File: src/rtl/sba_pkg.sv
// package for the stochastic bitstream adder
// holds field widths, lane size, register indexes and the mode struct
// no dependencies
package sba_pkg;

  localparam int InBitsW        = 16;
  localparam int LaneW          = 4;
  localparam int InputCountDef  = 16;
  localparam int DiffWidthDef   = 16;
  localparam int StepTwo        = 2;

  localparam int CfgIdxW  = 1;
  localparam int CfgDataW = 1;

  typedef enum logic [CfgIdxW-1:0] {
    REG_SCALED   = 1'b0,
    REG_UNIPOLAR = 1'b1
  } cfg_reg_e;

  typedef struct packed {
    logic scaled;
    logic unipolar;
  } mode_t;

endpackage

File: src/rtl/sba_lane.sv
// one counting lane: registered count of ones over a slice of the input bits
// depends on sba_pkg
module sba_lane #(
  parameter int LCntW = $clog2(sba_pkg::LaneW + 1)
) (
  input  logic                     clk_i,
  input  logic                     en_i,
  input  logic [sba_pkg::LaneW-1:0] bits_i,
  output logic [LCntW-1:0]         cnt_o
);

  logic [LCntW-1:0] cnt_d;
  logic [LCntW-1:0] cnt_q;

  always_comb begin
    cnt_d = '0;
    for (int b = 0; b < sba_pkg::LaneW; b++) begin
      cnt_d = cnt_d + LCntW'(bits_i[b]);
    end
  end

  always_ff @(posedge clk_i) begin
    if (en_i) begin
      cnt_q <= cnt_d;
    end
  end

  assign cnt_o = cnt_q;

endmodule

File: src/rtl/sba_merge.sv
// merging stage: sums the lane counts and updates the scaled accumulator
// or the saturating difference register, producing the output bit
// depends on sba_pkg
module sba_merge #(
  parameter int InputCount = sba_pkg::InputCountDef,
  parameter int DiffWidth  = sba_pkg::DiffWidthDef,
  parameter int Lanes      = 4,
  parameter int LCntW      = $clog2(sba_pkg::LaneW + 1),
  parameter int ActN       = 16
) (
  input  logic                        clk_i,
  input  logic                        rst_ni,
  input  logic                        upd_i,
  input  sba_pkg::mode_t              mode_i,
  input  logic [Lanes-1:0][LCntW-1:0] lane_cnt_i,
  output logic                        bit_o
);

  localparam int  CntW       = $clog2(ActN + 1);
  localparam int  AccW       = $clog2(InputCount);
  localparam int  SumW       = AccW + 1;
  localparam int  ExtW       = DiffWidth + 2;
  localparam bit  FullCanSet = (InputCount <= sba_pkg::InBitsW);

  logic [CntW-1:0]                cnt;
  logic                           cnt_full;
  logic [CntW-1:0]                cnt_mod;
  logic [SumW-1:0]                acc_sum;
  logic [AccW-1:0]                acc_d, acc_q;
  logic                           bit_scaled;

  logic signed [DiffWidth-1:0]    diff_d, diff_q;
  logic signed [ExtW-1:0]         diff_ext, cnt2, offset, dsum, dclamp, dmax, dmin;
  logic                           bit_unscaled;

  always_comb begin
    cnt = '0;
    for (int l = 0; l < Lanes; l++) begin
      cnt = cnt + CntW'(lane_cnt_i[l]);
    end
  end

  // scaled path
  assign cnt_full = FullCanSet && (cnt == CntW'(ActN));
  assign cnt_mod  = cnt_full ? '0 : cnt;
  assign acc_sum  = {1'b0, acc_q} + SumW'(cnt_mod);

  always_comb begin
    acc_d      = acc_sum[AccW-1:0];
    bit_scaled = 1'b0;
    if (cnt_full) begin
      bit_scaled = 1'b1;
      acc_d      = acc_q;
    end else if (acc_sum >= SumW'(InputCount)) begin
      bit_scaled = 1'b1;
      acc_d      = AccW'(acc_sum - SumW'(InputCount));
    end
  end

  // unscaled path
  assign diff_ext = {{2{diff_q[DiffWidth-1]}}, diff_q};
  assign cnt2     = ExtW'({cnt, 1'b0});
  assign offset   = mode_i.unipolar ? '0 : ExtW'(InputCount - 1);
  assign dsum     = diff_ext + cnt2 - offset;
  assign dmax     = {3'b000, {(DiffWidth-1){1'b1}}};
  assign dmin     = {3'b111, {(DiffWidth-1){1'b0}}};

  always_comb begin
    if (dsum > dmax) begin
      dclamp = dmax;
    end else if (dsum < dmin) begin
      dclamp = dmin;
    end else begin
      dclamp = dsum;
    end
    bit_unscaled = (dclamp > 0);
    if (bit_unscaled) begin
      diff_d = DiffWidth'(dclamp - ExtW'(sba_pkg::StepTwo));
    end else begin
      diff_d = DiffWidth'(dclamp);
    end
  end

  always_ff @(posedge clk_i or negedge rst_ni) begin
    if (!rst_ni) begin
      acc_q  <= '0;
      diff_q <= '0;
    end else if (upd_i) begin
      if (mode_i.scaled) begin
        acc_q <= acc_d;
      end else begin
        diff_q <= diff_d;
      end
    end
  end

  assign bit_o = mode_i.scaled ? bit_scaled : bit_unscaled;

  a_acc_bound: assert property (@(posedge clk_i) disable iff (!rst_ni)
    {1'b0, acc_q} < SumW'(InputCount))
    else $error("scaled accumulator out of range");

  a_diff_after_one: assert property (@(posedge clk_i) disable iff (!rst_ni)
    upd_i && !mode_i.scaled && bit_unscaled |=>
      (diff_q[DiffWidth-1] == 1'b0) || (diff_q == '1))
    else $error("difference register below -1 after a one");

  a_diff_held: assert property (@(posedge clk_i) disable iff (!rst_ni)
    upd_i && mode_i.scaled |=> diff_q == $past(diff_q))
    else $error("difference register changed in scaled mode");

endmodule

File: src/rtl/stochastic_bitstream_adder_top.sv
// stochastic bitstream adder, top level
// uses sba_pkg, sba_lane and sba_merge
//
// Usage:
//   input channel: in_valid_i / in_stall_o with in_bits_i, one bit from each
//   stream; bit i is stream i, bits at or above INPUT_COUNT are ignored.
//   output channel: out_valid_o / out_stall_i with out_bit_o, one output
//   bit for every input transfer, in order.
//   configuration: cfg_we_i writes cfg_wdata_i to register cfg_idx_i
//   (0 scaled_mode, 1 unipolar_mode); write only while the block is idle.
//   Path: an accepted bit is counted into the lane count register, then
//   merged into the output register that drives out_bit_o; a stall can hold it.
//   Throughput: one item per cycle unless the receiver stalls; the lane count
//   register feeds the combinational merge, state update and output register.
//   Reset: both modes come up as 1, accumulator and difference register
//   clear to zero, no result is pending.
//   Receiver stall: the output register holds its bit; if the lane stage is
//   empty, one more item is still taken into it, then in_stall_o rises.
module stochastic_bitstream_adder_top #(
  parameter int INPUT_COUNT = sba_pkg::InputCountDef,
  parameter int DIFF_WIDTH  = sba_pkg::DiffWidthDef
) (
  input  logic                          clk_i,
  input  logic                          rst_ni,
  input  logic                          cfg_we_i,
  input  logic [sba_pkg::CfgIdxW-1:0]   cfg_idx_i,
  input  logic [sba_pkg::CfgDataW-1:0]  cfg_wdata_i,
  input  logic                          in_valid_i,
  output logic                          in_stall_o,
  input  logic [sba_pkg::InBitsW-1:0]   in_bits_i,
  output logic                          out_valid_o,
  input  logic                          out_stall_i,
  output logic                          out_bit_o
);

  localparam int ActN  = (INPUT_COUNT < sba_pkg::InBitsW) ? INPUT_COUNT : sba_pkg::InBitsW;
  localparam int Lanes = (ActN + sba_pkg::LaneW - 1) / sba_pkg::LaneW;
  localparam int PadW  = Lanes * sba_pkg::LaneW;
  localparam int LCntW = $clog2(sba_pkg::LaneW + 1);

  sba_pkg::mode_t              mode_q;
  logic                        lane_valid_q;
  logic                        out_valid_q;
  logic                        out_bit_q;
  logic                        out_adv, lane_adv, in_xfer, upd;
  logic                        merge_bit;
  logic [PadW-1:0]             in_pad;
  logic [Lanes-1:0][LCntW-1:0] lane_cnt;

  assign out_adv  = !out_valid_q || !out_stall_i;
  assign lane_adv = !lane_valid_q || out_adv;
  assign in_xfer  = in_valid_i && lane_adv;
  assign upd      = lane_valid_q && out_adv;
  assign in_pad   = PadW'(in_bits_i[ActN-1:0]);

  always_ff @(posedge clk_i or negedge rst_ni) begin
    if (!rst_ni) begin
      mode_q <= '{scaled: 1'b1, unipolar: 1'b1};
    end else if (cfg_we_i) begin
      unique case (cfg_idx_i)
        sba_pkg::REG_SCALED:   mode_q.scaled   <= cfg_wdata_i[0];
        sba_pkg::REG_UNIPOLAR: mode_q.unipolar <= cfg_wdata_i[0];
        default: ;
      endcase
    end
  end

  for (genvar l = 0; l < Lanes; l++) begin : g_lane
    sba_lane #(
      .LCntW (LCntW)
    ) u_lane (
      .clk_i  (clk_i),
      .en_i   (in_xfer),
      .bits_i (in_pad[l*sba_pkg::LaneW +: sba_pkg::LaneW]),
      .cnt_o  (lane_cnt[l])
    );
  end

  sba_merge #(
    .InputCount (INPUT_COUNT),
    .DiffWidth  (DIFF_WIDTH),
    .Lanes      (Lanes),
    .LCntW      (LCntW),
    .ActN       (ActN)
  ) u_merge (
    .clk_i      (clk_i),
    .rst_ni     (rst_ni),
    .upd_i      (upd),
    .mode_i     (mode_q),
    .lane_cnt_i (lane_cnt),
    .bit_o      (merge_bit)
  );

  always_ff @(posedge clk_i or negedge rst_ni) begin
    if (!rst_ni) begin
      lane_valid_q <= 1'b0;
      out_valid_q  <= 1'b0;
    end else begin
      if (lane_adv) begin
        lane_valid_q <= in_valid_i;
      end
      if (out_adv) begin
        out_valid_q <= lane_valid_q;
      end
    end
  end

  always_ff @(posedge clk_i) begin
    if (upd) begin
      out_bit_q <= merge_bit;
    end
  end

  assign in_stall_o  = !lane_adv;
  assign out_valid_o = out_valid_q;
  assign out_bit_o   = out_bit_q;

endmodule
File: config.mk
export PLATFORM = sky130hd
export DESIGN_NAME = stochastic_bitstream_adder_top
export DESIGN_NICKNAME = d
export VERILOG_FILES = /design/src/rtl/sba_pkg.sv /design/src/rtl/sba_lane.sv /design/src/rtl/sba_merge.sv /design/src/rtl/stochastic_bitstream_adder_top.sv
export SDC_FILE = /design/constraint.sdc
export NUM_CORES = 1
export LEC_CHECK = 0
export BUFFER_PORTS_ARGS = -buffer_cell sky130_fd_sc_hd__buf_2
export CAP_MARGIN = 5
export CORE_UTILIZATION = 37
export CTS_CLUSTER_SIZE = 20
export DETAILED_ROUTE_END_ITERATION = 16
export SLEW_MARGIN = 10
export SYNTH_ARGS = -nofsm -noshare
export SYNTH_HDL_FRONTEND = slang
export SYNTH_SLANG_ARGS = --single-unit
File: constraint.sdc
create_clock -name clk_i -period 9.8 [get_ports clk_i]
set_input_delay 1.96 -clock clk_i [delete_from_list [all_inputs] [get_ports clk_i]]
set_output_delay 1.96 -clock clk_i [all_outputs]
set_load 0.03 [all_outputs]
==> flow_summary.ini, run 1 <==
[clock_tree]
clk_pin_slew_ns = 0.07
cts_hold_buffers = 0
htree_levels = 2
cts_buffers = 5
cts.path.max_buffers = 2
cts_setup_buffers = 0
clk_latency_ns = 0.30
clkSinkCount = 37
cts_tree = built
cts_root_buf = clkbuf_8
post_cts_resized = 0

[sta]
slew_headroom_pct = 59.8
fin_crit_sh_pct = 81.6
finClkSkew_ns = 0.0148
max_slew.worst_pin.slew_ns = 0.603
slew_violations = 0
rsz0062_at_grt = no
tns_ns = 0
report.final.hold_viol_count = 0
fmax_mhz = 125
fin_crit_ns = 7.99
hold_ws_ns = 0.491
setup_viol = 0

[place]
routabilityCongestion = 0.890
numPortBuffers = 25
dp_hpwl_um = 7270

[die]
ioPinCount = 26
start_util_pct = 38.8
coreArea_mm2 = 0.00995
die-area_mm2 = 0.0109
die_y_um = 104
rows = 36
die_width_um = 104

[critical_path]
cp_common_cell = ha_1
critPathSlowestCell = ha_1
startpoint_type = flip-flop
critPathMaxFanout = 16
worst_setup_path_end_kind = flip-flop
critical_path.max_stage_delay_ns = 0.64
critPathRequiredTime_ns = 9.98
critPathKind = reg -> reg
critical_path_arrival_ns = 8.18

[logic_synthesis]
syn_area_mm2 = 0.00386
yosys_warnings = 0
async_flop_share_pct = 64.9
yosysSeqAreaShare_pct = 25.7
syn_avg_cell_area_um2 = 9.20
synthCells = 420
synth_cell_types = 89
syn-num-nets = 484
synth_seq_cells = 37
synthFlopType = dfrtp_1
synth_edf_count = 13

[finish]
final_cell_mix = nor2_1, ha_1, inv_1, buf_2, nand2_1
area_growth_pct = 7.93
n_antenna_cell = 0
final_nets = 501
drive_gt1_share_pct = 17.1
final_common_cell = nor2_1

[run]
max_cap_viol_count = 0

[drt]
drtIter0Drc = 190
wl_per_cell_um = 15.8
vias = 3228
drtAntennaViolNets = 0
drc = 0
routed_wl_um = 9030
dr.pass1.iters = 4
via_per_inst = 5.65

[status]
run_status = finished clean

[global_routing]
grt-ovfl-total = 0
track_usage_pct = 17.5
grt_pass1_wl_um = 15500
first_global_vias = 3163
grt_max_degree = 25
antenna_found_initial = 0

[min_path]
min_path_type = reg -> reg
logic make-up after synthesis:
family                   Yosys count  synth area share (%)
AO/OA/AOI/OAI                    111                  22.6
XOR/XNOR                          28                  6.54
adder cells (fa/ha/maj)           41                  15.6
buffers and inverters             43                  5.31
flip-flops                        37                  25.7
multiplexers                       8                  2.23
AND/OR/NAND/NOR                  152                  22.0
stage by stage:
step	instances	utilization (%)	setup WS [ns]	cell area [um^2]
CTS	571	41.9	1.85	4170
detailed placement	563	40.8	1.89	4060
global route	571	41.9	1.34	4170
floorplan	420	-	2.81	3860
global placement	563	40.8	2.09	4060
finish	571	41.9	1.81	4170
registers in the layout, summed over array words and instances (netlist names):
register and cells:
out_valid_o 1, u_merge.diff_q 16, mode_q 2, out_bit_o 1
u_merge.acc_q 4, g_lane.u_lane.cnt_o 12, lane_valid_q 1
synthesized netlist by cell type, types with 3 or more instances:
| cell | instances | area, um^2 |
|---|---|---|
| nand2b_1 | 5 | 31.3 |
| nor2_1 | 37 | 139 |
| a21oi_1 | 20 | 100 |
| and2_1 | 6 | 37.5 |
| dfrtp_1 | 22 | 551 |
| o21ai_0 | 15 | 75.1 |
| edfxtp_1 | 13 | 390 |
| mux2i_1 | 3 | 30.0 |
| clkbuf_1 | 7 | 26.3 |
| or3_1 | 5 | 31.3 |
| nor2b_1 | 6 | 37.5 |
| xnor2_1 | 16 | 140 |
| o21ai_1 | 3 | 15.0 |
| a31oi_1 | 7 | 43.8 |
| nand4b_1 | 3 | 26.3 |
| xor2_1 | 11 | 96.3 |
| or2_2 | 3 | 18.8 |
| nand2_2 | 3 | 18.8 |
| o211ai_1 | 6 | 45.0 |
| nand3_1 | 14 | 70.1 |
| buf_2 | 4 | 20.0 |
| o211ai_2 | 3 | 37.5 |
| and3_1 | 5 | 31.3 |
| nand4_1 | 9 | 56.3 |
| o41ai_1 | 3 | 26.3 |
| nand2_1 | 23 | 86.3 |
| inv_1 | 27 | 101 |
| o21a_1 | 5 | 37.5 |
| ha_1 | 29 | 363 |
| fa_1 | 12 | 240 |
| a21o_1 | 9 | 67.6 |
| mux2_2 | 5 | 56.3 |
| nor3_1 | 10 | 50.1 |
layout make-up:
class / count / area (um^2)
multi-input cells: 340 / 2670
inverters: 27 / 101
fillers: 982 / 5780
repair buffers: 26 / 133
clock buffers: 6 / 72.6
well taps: 133 / 166
flip-flops and latches: 37 / 993
clock inverters: 2 / 38.8
worst paths after layout:
path,from,endpoint,slack (ns),cells past startpoint
max in group asynchronous,rst_ni,u_merge.diff_q[4]$_DFFE_PN0P_,7.77,1
max reg2reg,g_lane[0].u_lane.cnt_o[0]$_DFFE_PP_,u_merge.diff_q[13]$_DFFE_PN0P_,1.81,27
min reg2reg,lane_valid_q$_DFFE_PN0N_,out_valid_o$_DFFE_PN0P_,0.49,1
max,g_lane[0].u_lane.cnt_o[0]$_DFFE_PP_,u_merge.diff_q[13]$_DFFE_PN0P_,1.81,27
min,lane_valid_q$_DFFE_PN0N_,out_valid_o$_DFFE_PN0P_,0.49,1
min in group asynchronous,rst_ni,u_merge.diff_q[5]$_DFFE_PN0P_,1.64,1
metal layers:
layer / GRT usage (%) / wire [um] / vias up
met5: 0 / 0 / -
met4: 5.31 / 137 / 0
met3: 2.13 / 266 / 10
met2: 28.8 / 4200 / 70
met1: 24.0 / 4430 / 1563
li1: - / - / 1585
worst max-delay path: cells and delay by family, from the launching register on:
kind / cells / cell delay [ns]
AND/OR/NAND/NOR: 7 / 2.20
AO/OA/AOI/OAI: 9 / 1.93
XOR/XNOR: 2 / 0.31
flip-flops: 1 / 0.37
adder cells (fa/ha/maj): 6 / 2.55
buffers and inverters: 3 / 0.55
Power of run 1 is left out: the tool's default activity adds up to more than one toggle a clock period on the data nets, which glitch-free logic cannot reach.
==> run 2: changes to the inputs <==
- clock period: 9.8 -> 7.45 ns (I/O delays scaled with it)
==> run 2 against run 1 <==
Effect of this change: sequential share of layout area down 0.70 points; utilization up 1.3 points; non-clock buffer count up 13; largest cell class unchanged.
==> flow_summary.ini, run 2 (synthesized netlist as in run 1, its figures left out) <==
[clock_tree]
cts_root_buf = clkbuf_8
clk_pin_slew_ns = 0.08
cts_tree = built
htree_levels = 2
cts_hold_buffers = 0
cts_buffers = 5
cts.path.max_buffers = 2
clkSinkCount = 37
clk_latency_ns = 0.30

[die]
rows = 36
die_width_um = 104
die-area_mm2 = 0.0109
start_util_pct = 38.8
coreArea_mm2 = 0.00995
ioPinCount = 26
die_y_um = 104

[sta]
fmax_mhz = 140
fin_crit_sh_pct = 95.6
report.final.hold_viol_count = 0
slew_violations = 0
fin_ws_ns = 0.326
max_slew.worst_pin.slew_ns = 0.617
setup_viol = 0
tns_ns = 0
finClkSkew_ns = 0.0118
slew_headroom_pct = 58.4
fin_crit_ns = 7.12

[critical_path]
critPathSlowestCell = or4b_4
cp_common_cell = ha_1
worst_setup_path_end_kind = flip-flop
critical_path_arrival_ns = 7.30
critical_path.max_stage_delay_ns = 0.57
critPathRequiredTime_ns = 7.63
crit_family = adder cells
path_buf_inv = 2
startpoint_type = flip-flop
critPathKind = reg -> reg
critPathMaxFanout = 7

[drt]
drc = 0
drtIter0Drc = 285
wl_per_cell_um = 16.2
drtAntennaViolNets = 0
dr.pass1.iters = 5
routed_wl_um = 9460
vias = 3340
via_per_inst = 5.72

[finish]
final_cell_mix = nor2_1, ha_1, inv_1, buf_2, nand2_1
drive_gt1_share_pct = 21.7
final_nets = 514
fin_cells = 584
largest_reg_flops = 16
n_antenna_cell = 0
area_growth_pct = 11.2
final_common_cell = nor2_1
largest_register = u_merge.diff_q

[global_routing]
track_usage_pct = 18.4
first_global_vias = 3274
antenna_found_initial = 0
grt-ovfl-total = 0
grt_max_degree = 25
grt_pass1_wl_um = 16200

[place]
numPortBuffers = 25
dp_hpwl_um = 7570
routabilityCongestion = 0.865
placedCellCount = 571
dp_slack_ns = 0.0825

[status]
run_status = finished clean

[min_path]
min_path_type = reg -> reg

[run]
max_cap_viol_count = 0
run 2: timing repair:
action / in CTS / in global routing
resized for setup: 0 / 12
endpoints found under the setup margin: 0 / 14
buffers inserted: 0 / 5
run 2: metal layers:
layer	track usage, %	up-vias	routed length [um]
li1	-	1614	-
met3	2.19	7	447
met5	0	-	0
met2	30.2	108	4360
met4	5.10	0	78
met1	25.4	1611	4570
run 2: worst register-to-register path, delay by kind of cell (launching register included):
family | cells | cell delay, ns
fa+ha+maj | 7 | 2.60
buf+inv | 2 | 0.30
simple gates | 9 | 2.48
compound gates | 5 | 0.92
xor+xnor | 2 | 0.32
flops | 1 | 0.38
run 2: stage by stage:
stage               hold WS [ns]  util (%)  area [um^2]
floorplan                  0.449         -         3860
global placement           0.467      41.4         4120
detailed placement         0.484      41.4         4120
CTS                        0.494      42.3         4210
global route               0.517      43.2         4300
finish                     0.490      43.2         4300
run 2: path summary, 6_finish.rpt:
kind / endpoint / from / slack, ns / cells after the start
worst max-delay path: u_merge.diff_q[13]$_DFFE_PN0P_ / g_lane[0].u_lane.cnt_o[0]$_DFFE_PP_ / 0.33 / 25
worst min-delay path: out_valid_o$_DFFE_PN0P_ / lane_valid_q$_DFFE_PN0N_ / 0.49 / 1
worst max register to register: u_merge.diff_q[13]$_DFFE_PN0P_ / g_lane[0].u_lane.cnt_o[0]$_DFFE_PP_ / 0.33 / 25
worst min register to register: out_valid_o$_DFFE_PN0P_ / lane_valid_q$_DFFE_PN0N_ / 0.49 / 1
max in group asynchronous: u_merge.diff_q[5]$_DFFE_PN0P_ / rst_ni / 5.87 / 1
min in group asynchronous: u_merge.diff_q[11]$_DFFE_PN0P_ / rst_ni / 1.19 / 1
run 2: layout make-up:
cell class / count / area [um^2]
clock buffer: 5 / 68.8
clock inverter: 3 / 21.3
timing repair buffer: 39 / 228
tap: 133 / 166
multi-input combinational: 340 / 2720
fill: 981 / 5660
sequential: 37 / 993
inverter: 27 / 101
Power of run 2 is left out for the same reason.
